## config.mk

```make
export PLATFORM = sky130hd
export DESIGN_NAME = hsv_saturation_boost
export DESIGN_NICKNAME = d
export VERILOG_FILES = /design/src/design/hsb_pkg.sv /design/src/design/hsv_saturation_boost.sv /design/src/design/hsb_divider.sv
export VERILOG_INCLUDE_DIRS = /design/src /design/src/design
export SDC_FILE = /design/constraint.sdc
export NUM_CORES = 2
export LEC_CHECK = 0
export CAP_MARGIN = 20
export CORE_ASPECT_RATIO = 1.75
export CORE_MARGIN = 2
export CORE_UTILIZATION = 53
export CTS_CLUSTER_SIZE = 24
export DETAILED_ROUTE_END_ITERATION = 10
export DONT_BUFFER_PORTS = 1
export PLACE_DENSITY = 0.76
export SLEW_MARGIN = 20
export SYNTH_ARGS = -nofsm -noshare
export SYNTH_HDL_FRONTEND = slang
export SYNTH_SLANG_ARGS = --single-unit
```

## constraint.sdc

```tcl
create_clock -name i_clk -period 15.9 [get_ports i_clk]
set_input_delay 0.795 -clock i_clk [delete_from_list [all_inputs] [get_ports i_clk]]
set_output_delay 0.795 -clock i_clk [all_outputs]
set_load 0.02 [all_outputs]
```

## src/design/hsv_saturation_boost_macros.svh

```systemverilog
// assertion macros for the saturation boost block
`ifndef HSV_SATURATION_BOOST_MACROS_SVH
`define HSV_SATURATION_BOOST_MACROS_SVH
`ifndef SYNTHESIS
`define HSB_ASSERT_IMPL(label, clk, rst_n, ante, cons) \
    label: assert property (@(posedge clk) disable iff (!rst_n) (ante) |-> (cons)) \
        else $error("assertion failed");
`define HSB_ASSERT_NEXT(label, clk, rst_n, ante, cons) \
    label: assert property (@(posedge clk) disable iff (!rst_n) (ante) |=> (cons)) \
        else $error("assertion failed");
`else
`define HSB_ASSERT_IMPL(label, clk, rst_n, ante, cons)
`define HSB_ASSERT_NEXT(label, clk, rst_n, ante, cons)
`endif
`endif

```

## src/design/hsb_pkg.sv

```systemverilog
// shared constants, types and division helpers for the saturation boost block
package hsb_pkg;
    localparam int unsigned PixW    = 8;
    localparam int unsigned GainW   = 10;
    localparam int unsigned GainRst = 384;
    localparam int unsigned QuoW    = 9;  // low quotient bits kept by the divider
    localparam int unsigned NumW    = 18; // 17 bit numerator with one leading zero
    localparam int unsigned DivSteps = 3;

    // one step group of restoring division: numerator bits enter msb first
    typedef struct packed {
        logic [16:0]     rem;
        logic [NumW-1:0] num;
        logic [QuoW-1:0] quo;
        logic [7:0]      den;
    } t_div;

    // perform three restoring division steps
    function automatic t_div div_steps(input t_div a);
        t_div   o;
        logic [17:0] trial;
        o = a;
        for (int k = 0; k < DivSteps; k++) begin
            trial = {o.rem, o.num[NumW-1]};
            o.num = {o.num[NumW-2:0], 1'b0};
            if (trial >= {10'd0, o.den}) begin
                o.rem = 17'(trial - {10'd0, o.den});
                o.quo = {o.quo[QuoW-2:0], 1'b1};
            end else begin
                o.rem = trial[16:0];
                o.quo = {o.quo[QuoW-2:0], 1'b0};
            end
        end
        return o;
    endfunction
endpackage

```

## src/design/hsv_saturation_boost.sv

```systemverilog
// top level of the saturation boost block
// One BGR pixel word enters at every clock edge where start is high; busy is tied low, so
// pixels can follow back to back. Each result is on o_done for one cycle, after its pixel
// has passed through 13 register stages: max/min, numerators, six stages of the hue and
// saturation dividers (three quotient bits a stage), gain and hue weights, weight sums,
// products, reciprocal multiply by 1/15300 and its correction.
// The receiver cannot stall. o_cfg_ready is always high; write the gain only while no
// pixel is in flight.
`include "hsv_saturation_boost_macros.svh"
module hsv_saturation_boost #(
    parameter int unsigned GainReset = hsb_pkg::GainRst
) (
    input  logic       i_clk,
    input  logic       i_rst_n,
    input  logic       start,
    output logic       busy,
    input  logic [7:0] i_blue_in,
    input  logic [7:0] i_green_in,
    input  logic [7:0] i_red_in,
    input  logic       i_cfg_valid,
    output logic       o_cfg_ready,
    input  logic [9:0] i_cfg_data,
    output logic       o_done,
    output logic [7:0] o_blue_out,
    output logic [7:0] o_green_out,
    output logic [7:0] o_red_out
);
    logic [9:0] r_gain;
    assign busy        = 1'b0;
    assign o_cfg_ready = 1'b1;

    always_ff @(posedge i_clk) begin
        if (!i_rst_n) r_gain <= 10'(GainReset);
        else if (i_cfg_valid && o_cfg_ready) r_gain <= i_cfg_data;
    end

    // stage 1: max, min, sector
    logic       r_p1_v;
    logic [7:0] r_p1_max, r_p1_d;
    logic [1:0] r_p1_sec;      // 0 red, 1 green, 2 blue
    logic       r_p1_neg;
    logic [7:0] r_p1_diff;     // |numerator difference|
    always_ff @(posedge i_clk) begin
        logic [7:0] mx, mn;
        mx = i_blue_in; if (i_green_in > mx) mx = i_green_in; if (i_red_in > mx) mx = i_red_in;
        mn = i_blue_in; if (i_green_in < mn) mn = i_green_in; if (i_red_in < mn) mn = i_red_in;
        r_p1_max <= mx;
        r_p1_d   <= 8'(mx - mn);
        r_p1_neg <= 1'b0;
        if (mx == i_red_in) begin
            r_p1_sec <= 2'd0;
            if (i_green_in >= i_blue_in) r_p1_diff <= 8'(i_green_in - i_blue_in);
            else begin r_p1_diff <= 8'(i_blue_in - i_green_in); r_p1_neg <= 1'b1; end
        end else if (mx == i_green_in) begin
            r_p1_sec <= 2'd1;
            if (i_blue_in >= i_red_in) r_p1_diff <= 8'(i_blue_in - i_red_in);
            else begin r_p1_diff <= 8'(i_red_in - i_blue_in); r_p1_neg <= 1'b1; end
        end else begin
            r_p1_sec <= 2'd2;
            if (i_red_in >= i_green_in) r_p1_diff <= 8'(i_red_in - i_green_in);
            else begin r_p1_diff <= 8'(i_green_in - i_red_in); r_p1_neg <= 1'b1; end
        end
    end
    always_ff @(posedge i_clk) begin
        if (!i_rst_n) r_p1_v <= 1'b0; else r_p1_v <= start;
    end

    // stage 2: numerators
    logic        r_p2_v;
    logic [16:0] r_p2_snum, r_p2_hnum;
    logic [7:0]  r_p2_max, r_p2_d;
    always_ff @(posedge i_clk) begin
        logic [16:0] base, off;
        r_p2_snum <= 17'(r_p1_d) * 17'd255;
        off = 17'(r_p1_diff) * 17'd30;
        case (r_p1_sec)
            2'd0:    base = r_p1_neg ? 17'(r_p1_d) * 17'd180 : 17'd0;
            2'd1:    base = 17'(r_p1_d) * 17'd60;
            default: base = 17'(r_p1_d) * 17'd120;
        endcase
        r_p2_hnum <= r_p1_neg ? 17'(base - off) : 17'(base + off);
        r_p2_max  <= r_p1_max;
        r_p2_d    <= r_p1_d;
    end
    always_ff @(posedge i_clk) begin
        if (!i_rst_n) r_p2_v <= 1'b0; else r_p2_v <= r_p1_v;
    end

    // saturation and hue dividers run in lockstep; the tag carries the divisor
    logic                     sat_vld, hue_vld;
    logic [hsb_pkg::QuoW-1:0] sat_quo, hue_quo;
    logic [7:0]               sat_max, hue_d;

    hsb_divider #(
        .TagW(hsb_pkg::PixW)
    ) u_sat_div (
        .i_clk(i_clk), .i_rst_n(i_rst_n), .i_valid(r_p2_v),
        .i_num(r_p2_snum), .i_den(r_p2_max), .i_tag(r_p2_max),
        .o_valid(sat_vld), .o_quo(sat_quo), .o_tag(sat_max)
    );

    hsb_divider #(
        .TagW(hsb_pkg::PixW)
    ) u_hue_div (
        .i_clk(i_clk), .i_rst_n(i_rst_n), .i_valid(r_p2_v),
        .i_num(r_p2_hnum), .i_den(r_p2_d), .i_tag(r_p2_d),
        .o_valid(hue_vld), .o_quo(hue_quo), .o_tag(hue_d)
    );

    // stage a: saturation gain and hue weights
    logic        r_pa_v;
    logic [7:0]  r_pa_s2, r_pa_v8;
    logic [5:0]  r_pa_fr, r_pa_fg, r_pa_fb;
    always_ff @(posedge i_clk) begin
        logic [7:0]  s, h;
        logic [17:0] p;
        logic [8:0]  hd, rem;
        logic [5:0]  fr;
        s = (sat_max == 8'd0) ? 8'd0 : sat_quo[7:0];
        h = (hue_d == 8'd0) ? 8'd0 : hue_quo[7:0];
        p = 18'(s) * 18'(r_gain);
        r_pa_s2 <= (p[17:8] > 10'd255) ? 8'd255 : p[15:8];
        hd = {h, 1'b0};
        if (hd >= 9'd240) rem = 9'(hd - 9'd240);
        else if (hd >= 9'd120) rem = 9'(hd - 9'd120);
        else rem = hd;
        fr = (rem < 9'd60) ? rem[5:0] : 6'(9'd120 - rem);
        if (hd < 9'd60)       begin r_pa_fr <= 6'd60; r_pa_fg <= fr;    r_pa_fb <= 6'd0;  end
        else if (hd < 9'd120) begin r_pa_fr <= fr;    r_pa_fg <= 6'd60; r_pa_fb <= 6'd0;  end
        else if (hd < 9'd180) begin r_pa_fr <= 6'd0;  r_pa_fg <= 6'd60; r_pa_fb <= fr;    end
        else if (hd < 9'd240) begin r_pa_fr <= 6'd0;  r_pa_fg <= fr;    r_pa_fb <= 6'd60; end
        else if (hd < 9'd300) begin r_pa_fr <= fr;    r_pa_fg <= 6'd0;  r_pa_fb <= 6'd60; end
        else                  begin r_pa_fr <= 6'd60; r_pa_fg <= 6'd0;  r_pa_fb <= fr;    end
        r_pa_v8 <= sat_max;
    end
    always_ff @(posedge i_clk) begin
        if (!i_rst_n) r_pa_v <= 1'b0; else r_pa_v <= sat_vld;
    end

    // stage b: per-channel weight sum 60*(255-s2)+s2*f, up to 15300
    logic        r_pb_v;
    logic [13:0] r_pb_wr, r_pb_wg, r_pb_wb;
    logic [7:0]  r_pb_v8;
    always_ff @(posedge i_clk) begin
        logic [13:0] base;
        base  = 14'(8'd255 - r_pa_s2) * 14'd60;
        r_pb_wr <= 14'(base + 14'(r_pa_s2) * 14'(r_pa_fr));
        r_pb_wg <= 14'(base + 14'(r_pa_s2) * 14'(r_pa_fg));
        r_pb_wb <= 14'(base + 14'(r_pa_s2) * 14'(r_pa_fb));
        r_pb_v8 <= r_pa_v8;
    end
    always_ff @(posedge i_clk) begin
        if (!i_rst_n) r_pb_v <= 1'b0; else r_pb_v <= r_pa_v;
    end

    // stage c: products v*w, up to 255*15300
    logic        r_pc_v;
    logic [21:0] r_pc_pr, r_pc_pg, r_pc_pb;
    always_ff @(posedge i_clk) begin
        r_pc_pr <= 22'(r_pb_v8) * 22'(r_pb_wr);
        r_pc_pg <= 22'(r_pb_v8) * 22'(r_pb_wg);
        r_pc_pb <= 22'(r_pb_v8) * 22'(r_pb_wb);
    end
    always_ff @(posedge i_clk) begin
        if (!i_rst_n) r_pc_v <= 1'b0; else r_pc_v <= r_pb_v;
    end

    // stage d: divide by 15300 as reciprocal multiply, then one correction
    localparam int unsigned RecipSh = 36;
    localparam logic [22:0] Recip = 23'((64'd1 << RecipSh) / 64'd15300 + 64'd1);
    logic        r_pd_v;
    logic [8:0]  r_pd_qr, r_pd_qg, r_pd_qb;
    logic [21:0] r_pd_pr, r_pd_pg, r_pd_pb;
    always_ff @(posedge i_clk) begin
        logic [44:0] mr, mg, mb;
        mr = 45'(r_pc_pr) * 45'(Recip);
        mg = 45'(r_pc_pg) * 45'(Recip);
        mb = 45'(r_pc_pb) * 45'(Recip);
        r_pd_qr <= mr[44:36]; r_pd_qg <= mg[44:36]; r_pd_qb <= mb[44:36];
        r_pd_pr <= r_pc_pr; r_pd_pg <= r_pc_pg; r_pd_pb <= r_pc_pb;
    end
    always_ff @(posedge i_clk) begin
        if (!i_rst_n) r_pd_v <= 1'b0; else r_pd_v <= r_pc_v;
    end

    // stage e: quotient may be one high; fix by back-multiply
    function automatic logic [7:0] fixq(input logic [8:0] q, input logic [21:0] p);
        logic [23:0] bk;
        bk = 24'(q) * 24'd15300;
        if (bk > {2'd0, p}) return 8'(q - 9'd1);
        return q[7:0];
    endfunction
    logic       r_pe_v;
    logic [7:0] r_pe_r, r_pe_g, r_pe_b;
    always_ff @(posedge i_clk) begin
        r_pe_r <= fixq(r_pd_qr, r_pd_pr);
        r_pe_g <= fixq(r_pd_qg, r_pd_pg);
        r_pe_b <= fixq(r_pd_qb, r_pd_pb);
    end
    always_ff @(posedge i_clk) begin
        if (!i_rst_n) r_pe_v <= 1'b0; else r_pe_v <= r_pd_v;
    end

    assign o_done      = r_pe_v;
    assign o_red_out   = r_pe_r;
    assign o_green_out = r_pe_g;
    assign o_blue_out  = r_pe_b;

    `HSB_ASSERT_IMPL(a_never_busy, i_clk, i_rst_n, 1'b1, !busy)
    `HSB_ASSERT_IMPL(a_div_lockstep, i_clk, i_rst_n, sat_vld, hue_vld)
    `HSB_ASSERT_NEXT(a_done_from_e, i_clk, i_rst_n, r_pd_v, o_done)
endmodule

```

## src/design/hsb_divider.sv

```systemverilog
// pipelined restoring divider: 17 bit numerator by 8 bit divisor, 3 quotient bits a stage
module hsb_divider #(
    parameter int unsigned TagW = hsb_pkg::PixW
) (
    input  logic                     i_clk,
    input  logic                     i_rst_n,
    input  logic                     i_valid,
    input  logic [16:0]              i_num,
    input  logic [7:0]               i_den,
    input  logic [TagW-1:0]          i_tag,
    output logic                     o_valid,
    output logic [hsb_pkg::QuoW-1:0] o_quo,
    output logic [TagW-1:0]          o_tag
);
    localparam int unsigned Stages = hsb_pkg::NumW / hsb_pkg::DivSteps;
    hsb_pkg::t_div       r_st  [Stages];
    logic [TagW-1:0]     r_tag [Stages];
    logic [Stages-1:0]   r_vld;
    hsb_pkg::t_div       n_first;

    always_comb begin
        n_first.rem = '0;
        n_first.num = {1'b0, i_num};
        n_first.quo = '0;
        n_first.den = i_den;
    end

    always_ff @(posedge i_clk) begin
        if (!i_rst_n) begin
            r_vld <= '0;
        end else begin
            r_vld <= {r_vld[Stages-2:0], i_valid};
        end
    end

    always_ff @(posedge i_clk) begin
        r_st[0]  <= hsb_pkg::div_steps(n_first);
        r_tag[0] <= i_tag;
        for (int s = 1; s < Stages; s++) begin
            r_st[s]  <= hsb_pkg::div_steps(r_st[s-1]);
            r_tag[s] <= r_tag[s-1];
        end
    end

    assign o_valid = r_vld[Stages-1];
    assign o_quo   = r_st[Stages-1].quo;
    assign o_tag   = r_tag[Stages-1];
endmodule
```

# Word-level counts from Yosys, hierarchy flattened
# Memories as Yosys holds them, arrays and structs flattened.
# Index checks and enable logic that the tools add are counted.
# op_classes
reduce_logical	4
eq_ne	3
mux	115
n_addsub	55
magnitude_cmp	55
n_mul	19
# op_table
operator	count
$mux 17	37
$ge 18x8->1	34
$sub 17x8->17	34
$mux 8	17
$mul 22x22->44 const B	3
$mux 6	12
$gt 23x22->1	3
$mul 8x14->22	3
$mul 9x12->21 const B	3
$sub 8x8->8	7
$mux 1	44
$add 14x14->14	3
$mul 8x6->14	3
$mul 8x4->12 const B	3
$pmux 16 s2	1
$ge 8x8->1	3
$sub 8x1->8 const B	3
$lt 9x6->1 const B	2
$lt 9x8->1 const B	2
$mul 8x10->18	1
$mux 9	2
$sub 1x8->9 const A	2
$add 17x13->17	1
$sub 17x13->17	1
other kinds (22)	27
# totals
n_memories	4
elab_cells	294
register_bits	366
input_bits	38
out_inout_bits	27
ramBits	684
# memory_table
name	depth	width	read_ports	rd_clocked_by_memory_dff	write_ports	line_no	source
u_hue_div.r_st	6	49	6	0	6	hsb_divider.sv:16	hsb_pkg::t_div r_st [Stages];
u_sat_div.r_st	6	49	6	0	6	hsb_divider.sv:16	
u_hue_div.r_tag	6	8	6	0	6	hsb_divider.sv:17	logic [TagW-1:0] r_tag [Stages];
u_sat_div.r_tag	6	8	6	0	6	hsb_divider.sv:17	

# Depth between registers and ports, before layout
# An unclocked memory read counts as a cell.
# depth
ltp_word	12
ltp_mapped	44
ltp_nobuf	39

# Cells and area by module
# A second synthesis with hierarchy kept.
# hier_totals
cells_unflattened	10086
hier_area_um2	90698.2
# modules_own_cells
module	cells_each	seq_area_each_um2	instances	area_each_um2
hsv_saturation_boost	6306	6926.6	1	59183.0
hsb_divider	1890	4844.6	2	15757.6

# Worst setup path before layout
# OpenSTA, ideal clock, no wires.
# synth_path
path_type	reg2reg
startpoint	mem u_hue_div.r_st[0][41] (netlist bit)
endpoint	mem u_hue_div.r_st[1][33] (netlist bit)
path_slack_ps	7879
required_ps	15777
stages_incl_launch_ff	36
path_buffers	5
t_arrival_ps	7898
synth_period_minus_slack_ps	8021
setup_ps	123
cell_sequence	dfxtp_1 > buf_6 > or3_1 > or4_1 > or3_1 > or2_4 > or3_1 > clkbuf_1 > mux2_2 > ha_1 > nor2b_1 > o21ai_0 > nand2b_1 > nor2b_1 > a211o_1 > or3_1 > a21oi_2 > and3_1 > buf_4 > clkbuf_1 > o21ai_0 > ha_1 > a21o_1 > a21oi_1 > o21ai_0 > and2_1 > o21ai_0 > nand2b_1 > a21oi_1 > o21ai_0 > a41oi_1 > and4_1 > and2_1 > and4_1 > buf_6 > mux2_1
# synth_rtl
item	line_no
from (decl)	hsb_divider.sv:16

==> results.json <==
{
  "area_delta_synth_final_pct": 5.84,
  "worst-path-buf-inv": 1,
  "setup_tns_ns": 0,
  "cts.sink_count": 728,
  "maxCapViolCount": 0,
  "yosysWarnings": 0,
  "cp_top_family": "simple AND/OR/NAND/NOR gates",
  "max_freq_mhz": 104,
  "die-area_sq_um": 166000,
  "arrival_ns": 10.21,
  "port_buffers": 0,
  "crit_type": "reg2reg",
  "drt_iter0_markers": 2280,
  "synth-main-ff-cell": "dfxtp_1",
  "final-seq-area_sq_um": 14600,
  "min_period_over_period_pct": 60.5,
  "drive_above_1_share_pct": 3.37,
  "slowest_stage": "and3_1",
  "final_cell_mix": "inv_1, ha_1, fa_1",
  "r2r_start": "u_hue_div.r_tag[0][0]",
  "cts-htree-levels": 3,
  "cts_buffers": 78,
  "synth_cell_types": 108,
  "cts.clk_slew.worst_paths_ns": 0.07,
  "ys_seq_area_share_pct": 17.0,
  "grt_overflow": 0,
  "hold_start": "i_rst_n",
  "wl_um": 195000,
  "clock_latency_ns": 0.71,
  "skew_ns": 0.0284,
  "drc": 0,
  "ys_ff_latch": 728,
  "hold_class": "in2reg",
  "grt_pass1_wl_um": 328000,
  "finalNetCount": 11900,
  "postCtsHoldBufs": 0,
  "cts_resized": 0,
  "min_period_ns": 9.61,
  "worst_setup_path_end_kind": "register",
  "vias_per_cell": 5.52,
  "r2r_setup_slack_ns": 6.29,
  "crit_top_cell": "o21ai_0",
  "min_path_cells": 1,
  "grt_max_degree": 47,
  "cts_buffer_depth": 3,
  "root_buffer": "clkbuf_16",
  "relSlewSlack_pct": 26.2,
  "place_congestion": 0.928,
  "cts_tree": "yes",
  "syn_nets": 12000,
  "worst_setup_path_start_kind": "register",
  "rsz0062_at_grt": "false",
  "grt_pass1_vias": 71300,
  "first_pass_iters": 5,
  "antenna_found_initial": 2,
  "slowest_delay_ns": 0.64,
  "final_common_cell": "inv_1",
  "vias": 64900,
  "die-height_um": 537,
  "finalHoldViolCount": 0,
  "synthCells": 9567,
  "core_sq_um": 161000,
  "wl_per_cell_um": 16.6,
  "setup-violations-final": 0,
  "ant_nets": 0,
  "start_util_pct": 53.3,
  "die_w_um": 308,
  "r2r_end": "u_hue_div.r_st[1][33]",
  "r2r_cells": 33,
  "cp_max_fo": 20,
  "status": "finished clean",
  "dp_hpwl_um": 164000,
  "netlist_area_sq_um": 86000,
  "num-fill-cells": 13900,
  "required_ns": 16.49,
  "post_synth.cell_area_avg_sq_um": 8.99,
  "worst-slew-pin-transition_ns": 1.10,
  "report.final.slew_viol_count": 0,
  "synth_edf_count": 0,
  "multi_input_area_sq_um": 64100,
  "ys_async_sr_fraction_pct": 0,
  "grtUsageTotal_pct": 24.1,
  "post_cts_buffers": 0,
  "hold_path_end": "r_gain[8]",
  "rows": 195,
  "ios": 65
}
==> through the flow <==
step	worst slack, ns	hold WS (ns)	cells	utilization, %	area (sq um)
floorplan	7.88	0.310	9567	-	86000
global placement	6.22	0.310	11600	54.7	88300
detailed placement	6.32	0.312	11600	54.7	88300
CTS	6.29	0.107	11800	56.4	91000
global route	5.35	0.145	11800	56.4	91000
finish	6.29	0.168	11800	56.4	91000
==> per-layer routing <==
layer | routed length, um | GRT usage, % | up-vias
met2 | 111000 | 49.4 | 1253
met4 | 11500 | 14.2 | 0
met5 | 0 | 0 | -
met1 | 67300 | 22.3 | 31600
li1 | - | - | 31500
met3 | 5090 | 2.32 | 648
==> synth_stat cells (69+ instances only) <==
cell type / instances / area [sq um]
a21oi_1: 450 / 2250
mux2_2: 69 / 777
nand2b_1: 89 / 557
nor2_1: 463 / 1740
o21ai_0: 380 / 1900
o21bai_1: 92 / 691
ha_1: 1518 / 19000
nand3_1: 112 / 561
o21a_1: 83 / 623
and2_1: 308 / 1930
xor2_1: 139 / 1220
nor3_1: 114 / 571
mux2i_1: 87 / 871
nand4_1: 102 / 638
dfxtp_1: 728 / 14600
inv_1: 1772 / 6650
fa_1: 858 / 17200
nor2b_1: 105 / 657
clkbuf_1: 123 / 462
a21o_1: 207 / 1550
nand2_1: 628 / 2360
xnor2_1: 416 / 3640
==> state kept, by name (all words and copies together) (netlist names), 9 cells and up <==
name,cells
r_pb_wr,13
u_sat_div.r_st,146
r_p2_snum,15
r_pd_qr,9
u_sat_div.r_tag,42
r_pc_pr,21
r_pd_qb,9
r_p2_hnum,16
r_pd_pg,21
r_gain,10
r_pc_pb,21
r_pc_pg,21
r_pb_wb,13
u_hue_div.r_tag,42
r_pd_qg,9
r_pd_pr,21
r_pd_pb,21
r_pb_wg,13
u_hue_div.r_st,146
==> how the worst max path moves through the flow <==
stage	startpoint	endpoint	slack, ns	cells after the start
floorplan	u_hue_div.r_st[0][41]	u_hue_div.r_st[1][33]	7.88	35
global placement	u_hue_div.r_tag[0][0]	u_hue_div.r_st[1][33]	6.22	33
detailed placement	u_hue_div.r_tag[0][0]	u_hue_div.r_st[1][33]	6.32	33
CTS	u_hue_div.r_tag[0][0]	u_hue_div.r_st[1][33]	6.29	33
global route	u_hue_div.r_tag[3][1]	u_hue_div.r_st[4][43]	5.35	33
finish	u_hue_div.r_tag[0][0]	u_hue_div.r_st[1][33]	6.29	33
==> final cells by class <==
type                       count  area share, %
antenna                        2        0.00550
clock buffer                  95           2.30
clock inverter                46          0.689
inverter                    1775           7.32
multi-input combinational   6916           70.5
sequential                   728           16.0
tap                         2167           2.98
timing repair buffer          24          0.198
==> cells by family after synthesis <==
| kind of cell | Yosys count | synth area share, % |
|---|---|---|
| simple gates | 2223 | 13.0 |
| buf+inv | 1923 | 8.46 |
| other cells | 2 | 0.00874 |
| compound gates | 1603 | 11.9 |
| fa+ha+maj | 2376 | 42.1 |
| mux | 157 | 1.93 |
| xor+xnor | 555 | 5.65 |
| flops | 728 | 17.0 |
Power is not shown: default switching activity piles up to over one toggle a cycle in this logic, so the estimate is an artifact.
